<file path="config.mk">
export PLATFORM = sky130hd
export DESIGN_NAME = utf8_validate_count_unit_flat
export DESIGN_NICKNAME = d
export VERILOG_FILES = /design/src/rtl/uvc_pkg.sv /design/src/rtl/uvc_stream_if.sv /design/src/rtl/utf8_validate_count_unit.sv /design/src/flat_wrapper.sv
export VERILOG_INCLUDE_DIRS = /design/src /design/src/rtl
export SDC_FILE = /design/constraint.sdc
export NUM_CORES = 1
export LEC_CHECK = 0
export ABC_CLOCK_PERIOD_IN_PS = 6790
export BUFFER_PORTS_ARGS = -buffer_cell sky130_fd_sc_hd__buf_4
export CAP_MARGIN = 25
export CORE_UTILIZATION = 55
export DETAILED_ROUTE_END_ITERATION = 10
export PLACE_DENSITY = 0.75
export SLEW_MARGIN = 5
export SYNTH_ARGS = -nofsm -noshare
export SYNTH_HDL_FRONTEND = slang
export SYNTH_SLANG_ARGS = --single-unit
export TNS_END_PERCENT = 50
</file>
<file path="constraint.sdc">
create_clock -name clk -period 6.79 [get_ports clk]
set_clock_uncertainty 0.05 [all_clocks]
set_input_delay 0.679 -clock clk [delete_from_list [all_inputs] [get_ports clk]]
set_output_delay 0.679 -clock clk [all_outputs]
set_load 0.05 [all_outputs]
</file>
<file path="src/rtl/utf8_validate_count_unit_assert.svh">
// Assertion macros for the UTF-8 validate and count unit.
// Each macro takes a label, the clock, the active-low reset, a trigger
// condition and the expected consequence.
`ifndef UTF8_VALIDATE_COUNT_UNIT_ASSERT_SVH
`define UTF8_VALIDATE_COUNT_UNIT_ASSERT_SVH

`ifndef SYNTHESIS

// Consequence holds in the same cycle as the trigger.
`define UVC_ASSERT_SAME(label, clk, rst_n, trig, cons) \
    label: assert property (@(posedge clk) disable iff (!rst_n) (trig) |-> (cons)) \
        else $error("uvc assertion failed");

// Consequence holds in the cycle after the trigger.
`define UVC_ASSERT_NEXT(label, clk, rst_n, trig, cons) \
    label: assert property (@(posedge clk) disable iff (!rst_n) (trig) |=> (cons)) \
        else $error("uvc assertion failed");

`else

`define UVC_ASSERT_SAME(label, clk, rst_n, trig, cons)
`define UVC_ASSERT_NEXT(label, clk, rst_n, trig, cons)

`endif

`endif

</file>
<file path="src/rtl/uvc_pkg.sv">
`timescale 1ns / 1ps
`default_nettype none

package uvc_pkg;

    // Width of the running totals and of the reported counts
    localparam int COUNT_WIDTH = 32;

    typedef logic [COUNT_WIDTH-1:0] count_t;
    typedef logic [7:0]             byte_t;
    typedef logic [2:0]             seq_width_t;
    typedef logic [1:0]             held_t;
    // Amount added to a total in one step (at most four)
    typedef logic [2:0]             incr_t;

    localparam count_t COUNT_MAX = '1;

    // Lead byte classes
    localparam byte_t ASCII_LIMIT   = 8'h80;
    localparam byte_t LEAD_MIN      = 8'hC2;
    localparam byte_t LEAD_MAX      = 8'hF4;
    localparam byte_t LEAD3_MIN     = 8'hE0;
    localparam byte_t LEAD4_MIN     = 8'hF0;

    // Leads that narrow the second byte
    localparam byte_t LEAD_E0       = 8'hE0;
    localparam byte_t LEAD_ED       = 8'hED;
    localparam byte_t LEAD_F0       = 8'hF0;
    localparam byte_t LEAD_F4       = 8'hF4;

    // Continuation byte bounds
    localparam byte_t CONT_LOW      = 8'h80;
    localparam byte_t CONT_HIGH     = 8'hBF;
    localparam byte_t CONT_LOW_E0   = 8'hA0;
    localparam byte_t CONT_HIGH_ED  = 8'h9F;
    localparam byte_t CONT_LOW_F0   = 8'h90;
    localparam byte_t CONT_HIGH_F4  = 8'h8F;

    localparam seq_width_t SEQ_NONE = 3'd0;
    localparam seq_width_t SEQ_TWO  = 3'd2;
    localparam seq_width_t SEQ_THREE = 3'd3;
    localparam seq_width_t SEQ_FOUR = 3'd4;

    // Saturating add of a small increment
    function automatic count_t sat_add(input count_t x, input incr_t n);
        logic [COUNT_WIDTH:0] sum;
        sum = {1'b0, x} + {{(COUNT_WIDTH - 2){1'b0}}, n};
        if (sum[COUNT_WIDTH])
        begin
            return COUNT_MAX;
        end
        return sum[COUNT_WIDTH-1:0];
    endfunction

endpackage

`default_nettype wire

</file>
<file path="src/rtl/uvc_stream_if.sv">
`timescale 1ns / 1ps
`default_nettype none

// Byte channel: one string byte per beat
interface uvc_byte_if;
    import uvc_pkg::*;

    logic  valid;
    logic  ready;
    byte_t data_byte;
    logic  last_byte;

    modport source (output valid, output data_byte, output last_byte, input ready);
    modport sink   (input valid, input data_byte, input last_byte, output ready);
endinterface

// Result channel: one beat per string
interface uvc_result_if;
    import uvc_pkg::*;

    logic   valid;
    logic   ready;
    count_t code_point_count;
    count_t ill_formed_count;
    logic   all_well_formed;

    modport source (output valid, output code_point_count, output ill_formed_count,
                    output all_well_formed, input ready);
    modport sink   (input valid, input code_point_count, input ill_formed_count,
                    input all_well_formed, output ready);
endinterface

`default_nettype wire

</file>
<file path="src/rtl/utf8_validate_count_unit.sv">
`timescale 1ns / 1ps
`default_nettype none

// Result path: once accepted, the last byte passes the input register, then the
// result register, before its result beat is valid.
// Throughput: 1 byte per cycle; the input stage stalls only while a last byte
// waits behind a result beat that has not been taken.
// Reset: rst_n asynchronous, active low; clears the pending sequence, both
// totals and all valid flags. No clearing pass.
module utf8_validate_count_unit
    import uvc_pkg::*;
(
    input  wire logic   clk,
    input  wire logic   rst_n,
    uvc_byte_if.sink    byte_in,
    uvc_result_if.source result_out
);

    // Input register
    logic       s1_valid_reg, s1_valid_next;
    byte_t      s1_byte_reg;
    logic       s1_last_reg;

    // Decoder state
    byte_t      held_lead_reg, held_lead_next;
    seq_width_t seq_width_reg, seq_width_next;
    held_t      bytes_held_reg, bytes_held_next;
    count_t     step_total_reg, step_total_next;
    count_t     bad_total_reg, bad_total_next;

    // Result register
    logic       out_valid_reg, out_valid_next;
    count_t     out_steps_reg, out_steps_next;
    count_t     out_bad_reg, out_bad_next;
    logic       out_good_reg, out_good_next;

    logic       s1_go;
    logic       in_fire;
    logic       s1_done_last;

    // Per-byte decode signals
    logic       pending;
    byte_t      cont_low;
    byte_t      cont_high;
    logic       fits;
    held_t      held_inc;
    logic       complete;
    logic       lead_ascii;
    logic       lead_bad;
    seq_width_t lead_width;
    incr_t      flush_amt;
    incr_t      step_amt;
    incr_t      bad_amt;
    byte_t      lead_after;
    seq_width_t width_after;
    held_t      held_after;
    count_t     step_sum;
    count_t     bad_sum;

    // Handshake: stage 1 drains unless a last byte meets a full result register that is not taken
    assign s1_go        = s1_valid_reg && (!s1_last_reg || !out_valid_reg || result_out.ready);
    assign byte_in.ready = !s1_valid_reg || s1_go;
    assign in_fire      = byte_in.valid && byte_in.ready;
    assign s1_done_last = s1_go && s1_last_reg;

    assign s1_valid_next = in_fire ? 1'b1 : (s1_go ? 1'b0 : s1_valid_reg);

    // Allowed range for the next continuation byte
    always_comb
    begin
        cont_low  = CONT_LOW;
        cont_high = CONT_HIGH;
        if (bytes_held_reg == 2'd1)
        begin
            priority if (held_lead_reg == LEAD_E0)
            begin
                cont_low = CONT_LOW_E0;
            end
            else if (held_lead_reg == LEAD_ED)
            begin
                cont_high = CONT_HIGH_ED;
            end
            else if (held_lead_reg == LEAD_F0)
            begin
                cont_low = CONT_LOW_F0;
            end
            else if (held_lead_reg == LEAD_F4)
            begin
                cont_high = CONT_HIGH_F4;
            end
            else
            begin
                // other leads keep the full continuation range
            end
        end
    end

    assign pending  = seq_width_reg != SEQ_NONE;
    assign fits     = pending && (s1_byte_reg >= cont_low) && (s1_byte_reg <= cont_high);
    assign held_inc = bytes_held_reg + 2'd1;
    assign complete = (held_inc == 2'd0) || ({1'b0, held_inc} >= seq_width_reg);

    // Lead byte classification
    assign lead_ascii = s1_byte_reg < ASCII_LIMIT;
    assign lead_bad   = !lead_ascii && ((s1_byte_reg < LEAD_MIN) || (s1_byte_reg > LEAD_MAX));
    always_comb
    begin
        priority if (s1_byte_reg < LEAD3_MIN)
        begin
            lead_width = SEQ_TWO;
        end
        else if (s1_byte_reg < LEAD4_MIN)
        begin
            lead_width = SEQ_THREE;
        end
        else
        begin
            lead_width = SEQ_FOUR;
        end
    end

    // One byte step: extend, complete, or break and re-examine as a lead
    always_comb
    begin
        step_amt    = '0;
        bad_amt     = '0;
        flush_amt   = '0;
        lead_after  = held_lead_reg;
        width_after = seq_width_reg;
        held_after  = bytes_held_reg;

        if (fits)
        begin
            if (complete)
            begin
                step_amt    = 3'd1;
                lead_after  = '0;
                width_after = SEQ_NONE;
                held_after  = '0;
            end
            else
            begin
                held_after = held_inc;
            end
        end
        else
        begin
            flush_amt = pending ? {1'b0, bytes_held_reg} : 3'd0;
            lead_after  = '0;
            width_after = SEQ_NONE;
            held_after  = '0;
            priority if (lead_ascii)
            begin
                step_amt = flush_amt + 3'd1;
                bad_amt  = flush_amt;
            end
            else if (lead_bad)
            begin
                step_amt = flush_amt + 3'd1;
                bad_amt  = flush_amt + 3'd1;
            end
            else
            begin
                step_amt    = flush_amt;
                bad_amt     = flush_amt;
                lead_after  = s1_byte_reg;
                width_after = lead_width;
                held_after  = 2'd1;
            end
        end

        // A sequence cut short by the end of the string counts byte by byte
        if (s1_last_reg && (width_after != SEQ_NONE))
        begin
            step_amt = step_amt + {1'b0, held_after};
            bad_amt  = bad_amt + {1'b0, held_after};
        end
    end

    assign step_sum = sat_add(step_total_reg, step_amt);
    assign bad_sum  = sat_add(bad_total_reg, bad_amt);

    // Next state and result register
    always_comb
    begin
        held_lead_next  = held_lead_reg;
        seq_width_next  = seq_width_reg;
        bytes_held_next = bytes_held_reg;
        step_total_next = step_total_reg;
        bad_total_next  = bad_total_reg;
        out_steps_next  = out_steps_reg;
        out_bad_next    = out_bad_reg;
        out_good_next   = out_good_reg;
        out_valid_next  = result_out.ready ? 1'b0 : out_valid_reg;

        if (s1_go)
        begin
            if (s1_last_reg)
            begin
                held_lead_next  = '0;
                seq_width_next  = SEQ_NONE;
                bytes_held_next = '0;
                step_total_next = '0;
                bad_total_next  = '0;
                out_valid_next  = 1'b1;
                out_steps_next  = step_sum;
                out_bad_next    = bad_sum;
                out_good_next   = bad_sum == '0;
            end
            else
            begin
                held_lead_next  = lead_after;
                seq_width_next  = width_after;
                bytes_held_next = held_after;
                step_total_next = step_sum;
                bad_total_next  = bad_sum;
            end
        end
    end

    // Control and state registers
    always_ff @(posedge clk or negedge rst_n)
    begin
        if (!rst_n)
        begin
            s1_valid_reg   <= 1'b0;
            held_lead_reg  <= '0;
            seq_width_reg  <= SEQ_NONE;
            bytes_held_reg <= '0;
            step_total_reg <= '0;
            bad_total_reg  <= '0;
            out_valid_reg  <= 1'b0;
        end
        else
        begin
            s1_valid_reg   <= s1_valid_next;
            held_lead_reg  <= held_lead_next;
            seq_width_reg  <= seq_width_next;
            bytes_held_reg <= bytes_held_next;
            step_total_reg <= step_total_next;
            bad_total_reg  <= bad_total_next;
            out_valid_reg  <= out_valid_next;
        end
    end

    // Payload registers
    always_ff @(posedge clk)
    begin
        if (in_fire)
        begin
            s1_byte_reg <= byte_in.data_byte;
            s1_last_reg <= byte_in.last_byte;
        end
        out_steps_reg <= out_steps_next;
        out_bad_reg   <= out_bad_next;
        out_good_reg  <= out_good_next;
    end

    assign result_out.valid            = out_valid_reg;
    assign result_out.code_point_count = out_steps_reg;
    assign result_out.ill_formed_count = out_bad_reg;
    assign result_out.all_well_formed  = out_good_reg;

    // Checks
`include "utf8_validate_count_unit_assert.svh"

    `UVC_ASSERT_SAME(a_held_below_width, clk, rst_n, seq_width_reg != SEQ_NONE, ({1'b0, bytes_held_reg} < seq_width_reg) && (bytes_held_reg != 2'd0) && (seq_width_reg >= SEQ_TWO) && (seq_width_reg <= SEQ_FOUR))
    `UVC_ASSERT_NEXT(a_last_clears, clk, rst_n, s1_done_last, out_valid_reg && (seq_width_reg == SEQ_NONE) && (step_total_reg == '0) && (bad_total_reg == '0))
    `UVC_ASSERT_SAME(a_steps_cover_bad, clk, rst_n, out_valid_reg, out_steps_reg >= out_bad_reg)
    `UVC_ASSERT_SAME(a_good_flag, clk, rst_n, out_valid_reg, out_good_reg == (out_bad_reg == '0))
    `UVC_ASSERT_NEXT(a_result_held, clk, rst_n, out_valid_reg && !result_out.ready, out_valid_reg && $stable(out_steps_reg) && $stable(out_bad_reg))

endmodule

`default_nettype wire
</file>
<file path="src/flat_wrapper.sv">
// flat-port wrapper written by rule: the top's interface ports become plain ports
module utf8_validate_count_unit_flat import uvc_pkg::*;
  (clk, rst_n, byte_in_valid, byte_in_data_byte, byte_in_last_byte, byte_in_ready, result_out_valid, result_out_code_point_count, result_out_ill_formed_count, result_out_all_well_formed, result_out_ready);
  uvc_byte_if byte_in_i ();
  uvc_result_if result_out_i ();
  input  wire logic clk;
  input  wire logic rst_n;
  input wire logic [$bits(byte_in_i.valid)-1:0] byte_in_valid;
  input wire logic [$bits(byte_in_i.data_byte)-1:0] byte_in_data_byte;
  input wire logic [$bits(byte_in_i.last_byte)-1:0] byte_in_last_byte;
  output wire logic [$bits(byte_in_i.ready)-1:0] byte_in_ready;
  output wire logic [$bits(result_out_i.valid)-1:0] result_out_valid;
  output wire logic [$bits(result_out_i.code_point_count)-1:0] result_out_code_point_count;
  output wire logic [$bits(result_out_i.ill_formed_count)-1:0] result_out_ill_formed_count;
  output wire logic [$bits(result_out_i.all_well_formed)-1:0] result_out_all_well_formed;
  input wire logic [$bits(result_out_i.ready)-1:0] result_out_ready;
  assign byte_in_i.valid = byte_in_valid;
  assign byte_in_i.data_byte = byte_in_data_byte;
  assign byte_in_i.last_byte = byte_in_last_byte;
  assign byte_in_ready = byte_in_i.ready;
  assign result_out_valid = result_out_i.valid;
  assign result_out_code_point_count = result_out_i.code_point_count;
  assign result_out_ill_formed_count = result_out_i.ill_formed_count;
  assign result_out_all_well_formed = result_out_i.all_well_formed;
  assign result_out_i.ready = result_out_ready;
  utf8_validate_count_unit u_core (.clk(clk), .rst_n(rst_n), .byte_in(byte_in_i), .result_out(result_out_i));
endmodule
</file>
==> Implementation_results.wiki <==
{| class="wikitable"
! Metric !! Value
|-
| Result of the run || finished clean
|-
| CTS clock-pin slew for the worst setup and hold paths || 0.06 ns
|-
| Port buffer count || 79
|-
| Global-route total usage across every layer || 25.4%
|-
| Area contributors post-synth || edfxtp_1 (28%), dfrtp_1 (25%), nand2_1 (5.0%)
|-
| Proportion of power drawn by the clock network || 42.9%
|-
| Number of enable flip-flop cells after synthesis || 74
|-
| Tot Pwr || ~2.2 mW
|-
| Count of buffering cells on the critical path with inverters included || 2
|-
| Category of the worst setup path launch point || register
|-
| Max-slew headroom || 37.2%
|-
| CP peak stage delay || 0.48 ns
|-
| Number of DRC violations after detailed routing || 0
|-
| Data arrival time of the critical path || 6.25 ns
|-
| Cell type group with the largest total delay on the critical path || simple AND/OR/NAND/NOR gates
|-
| Clock tree from TritonCTS || built
|-
| Worst-case clock buffer depth || 2
|-
| Most used standard cells in the synthesized netlist || nand2_1 (107), dfrtp_1 (79), edfxtp_1 (74)
|-
| Critical path depth || 23
|-
| Final setup violating endpoints || 0
|-
| Vias in the first global route || 5960
|-
| Average wire length per cell after detail routing || 18.0 µm
|-
| Areal power density over the cells || 232 mW/mm²
|-
| Sink Count || 153
|-
| Largest fanout of any net on the critical path || 16
|-
| Fraction of synthesized cell area taken by the top area cell type || approximately 28%
|-
| FFs w/ async S/R, synth || 51.6%
|-
| Ratio of final minimum period to clock period || 90.2%
|-
| Fraction of final layout cells with drive strength greater than 1 || 17.7%
|-
| Part of the total power dissipated in combinational logic || under 10%
|-
| Maximum number of pins on one net before global-route repair || 80
|-
| Number of buffers inserted during clock tree synthesis || 17
|-
| IO Count || 80
|-
| Leakage component of the power || approximately 4.3 nW
|-
| Final min period || 6.13 ns
|-
| IR drop worst, VDD || 187 µV
|-
| Net switching power || 0.517 mW
|-
| Area grow syn2layout || 16.5%
|-
| CP Cell Sequence || inv_1, ha_1, nand4_1, nor2_1, and3_1, ha_1, a21oi_1, a31oi_1, nor4b_2, nand3_1, o21ai_0, ha_1, mux2_2, ha_1, inv_1, fa_1, nand2b_1, a211oi_4, and3_1, nand4_4, a31oi_1, nor4b_1, and4_1
|-
| Most frequently used cell type in the post-synthesis netlist || nand2_1
|-
| Synth Register Bits || 153
|-
| Number of rows created at floorplan || 43
|-
| First-pass GRT wire length || 29.3 mm
|-
| WHS || around 0.18 ns
|-
| Logic depth of the worst register-to-register path || 23
|-
| Setup repair after global routing missed its margin || no
|-
| 1st-iter DRT viols || 700
|-
| Max H-tree Level || 4
|-
| Placeable core region || 0.0140 mm²
|-
| Final layout net count || 851
|-
| Starting density of the core || 56.8%
|-
| Most Frequent Cell on Critical Path || ha_1
|-
| Hpwl dp || 11.8 mm
|-
| Worst reg2reg path startpoint || u_core.bytes_held_reg[1]
|-
| Initial antenna violation count || 0
|-
| Worst setup EP type || register
|-
| Sequential group share of total power || 47.4%
|-
| Horizontal extent of the die || 122 µm
|-
| Total via count in the routed design || 6221
|-
| Required arrival time at the worst endpoint || 6.92 ns
|-
| Dominant synthesized flop cell || dfrtp_1
|-
| Type of the worst min-delay path || in -> async
|-
| Vias per cell || 6.16
|-
| Cell with the biggest individual delay on the critical path || a211oi_4
|-
| Fin. max-slew vios || 0
|-
| Hold_buf cts || 0
|-
| Final wirelength || 18.2 mm
|-
| Endpoint of the lowest-slack register-to-register path || u_core.result_out.all_well_formed
|-
| Portion of the post-synthesis area used by sequential elements || 52.6%
|-
| Number of nets in the synthesized netlist || between 700 and 800
|-
| Clock latency reported for the late side of the worst-skew pair || 0.43 ns
|-
| R2r setup slk || ~0.66 ns
|-
| Launching instance or port of the critical path || u_core.bytes_held_reg[1]
|-
| Aggregate global routing overflow || 0
|-
| Max-cap violations || 0
|-
| Hold Fails Final Rpt || 0
|-
| Worst setup path endpoint || u_core.result_out.all_well_formed
|-
| Register area || 0.00420 mm²
|-
| Buffers inserted during post-CTS setup optimization || 0
|-
| Internal Power || ~1.6 mW
|-
| Switching power as a share of total power || between 20% and 30%
|-
| CTS resizes || 0
|-
| Synthesized area || 0.00798 mm²
|-
| Crit Path Category || reg -> reg
|-
| Count of antenna-violating nets left after detailed routing || 0
|-
| Root Buffer Master || clkbuf_16
|-
| Post-Syn Area per Cell || about 11 µm²
|-
| Max Clk Rate || 0.163 GHz
|-
| Distinct cells, synth || 64
|-
| Worst slew pin tran || ~0.94 ns
|-
| Die area || 0.0150 mm²
|-
| Summed negative setup slack over all endpoints || 0 ns
|-
| Footprint of the multi-input gates || 0.00354 mm²
|-
| Fillers || ~1.1k
|-
| Cell type contributing the most total cell area after synthesis || edfxtp_1
|-
| Drt first pass iters || 5
|-
| Yosys warning total || 0
|-
| Total inserted antenna cells || 0
|-
| Routability-driven placement congestion ratio || 0.889
|-
| Cells after Synth || 753
|-
| Vertical die dimension || 122 µm
|}
==> power groups by stage <==
| stage | Sequential [mW] | Combinational, mW | Clock (mW) |
|---|---|---|---|
| global route | 1.02 | 0.226 | 0.980 |
| CTS | 1.02 | 0.206 | 0.937 |
| finish | 1.02 | 0.208 | 0.924 |
| detailed placement | 1.04 | 0.205 | 0 |
| floorplan | 1.08 | 0.0908 | 0 |
| global placement | 1.04 | 0.199 | 0 |
==> worst min-delay path by stage <==
stage / start / to / cells after the start
after floorplan: rst_n / u_core.bad_total_reg[0] / 0
after detailed placement: u_core.held_lead_reg[5] / u_core.held_lead_reg[5] / 2
after global placement: u_core.held_lead_reg[5] / u_core.held_lead_reg[5] / 2
after global routing: rst_n / u_core.bad_total_reg[25] / 1
final: rst_n / u_core.bad_total_reg[25] / 1
after CTS: byte_in_data_byte[6] / u_core.s1_byte_reg[6] / 1
==> routing by layer <==
metal  global-route usage [%]  vias to the layer above  wire, µm
met5                        0                        -         0
met4                     9.83                        0       325
li1                         -                     2893         -
met2                     39.9                      236      9000
met1                     33.7                     3055      7780
met3                     6.74                       37      1100
==> area by class of cell <==
class,instances,share of cell area [%]
Inverter,21,0.848
Clock inverter,8,1.01
Clock buffer,24,5.18
Sequential cell,153,45.2
Tap cell,180,2.42
Multi-Input combinational cell,536,38.1
Timing Repair Buffer,88,7.32
==> through the flow <==
stage / setup slack (ns) / utilization [%] / area, µm² / std cells
floorplan: 1.61 / - / 7980 / 753
global placement: 0.850 / 61.7 / 8660 / 975
detailed placement: 0.412 / 61.7 / 8660 / 975
CTS: 0.377 / 65.8 / 9240 / 1007
global route: 0.126 / 66.2 / 9300 / 1010
finish: 0.664 / 66.2 / 9300 / 1010
==> cells by family after synthesis <==
group	synth area share, %
and+or+nand+nor	17.0
AOI/OAI and AO/OA	16.3
DFF	52.6
buffers and inverters	3.40
xor gates and xnor gates	5.27
adders and majority gates	3.48
muxes	1.90
==> layout by cell type, fill, tap and decap left out, types with 9 or more instances in the layout <==
cell type	instances
a21oi_1	32
a22o_1	41
a31oi_1	17
and2_1	9
and3_1	26
buf_4	86
clkbuf_16	17
dfrtp_1	79
edfxtp_1	74
ha_1	19
inv_1	20
mux2_2	9
nand2_1	106
nand2b_1	11
nand3_1	25
nand4_1	11
nor2_1	39
o21ai_0	43
o22a_1	10
xnor2_1	29
xor2_1	19
Note: power is estimated with default switching activity, not from simulation.
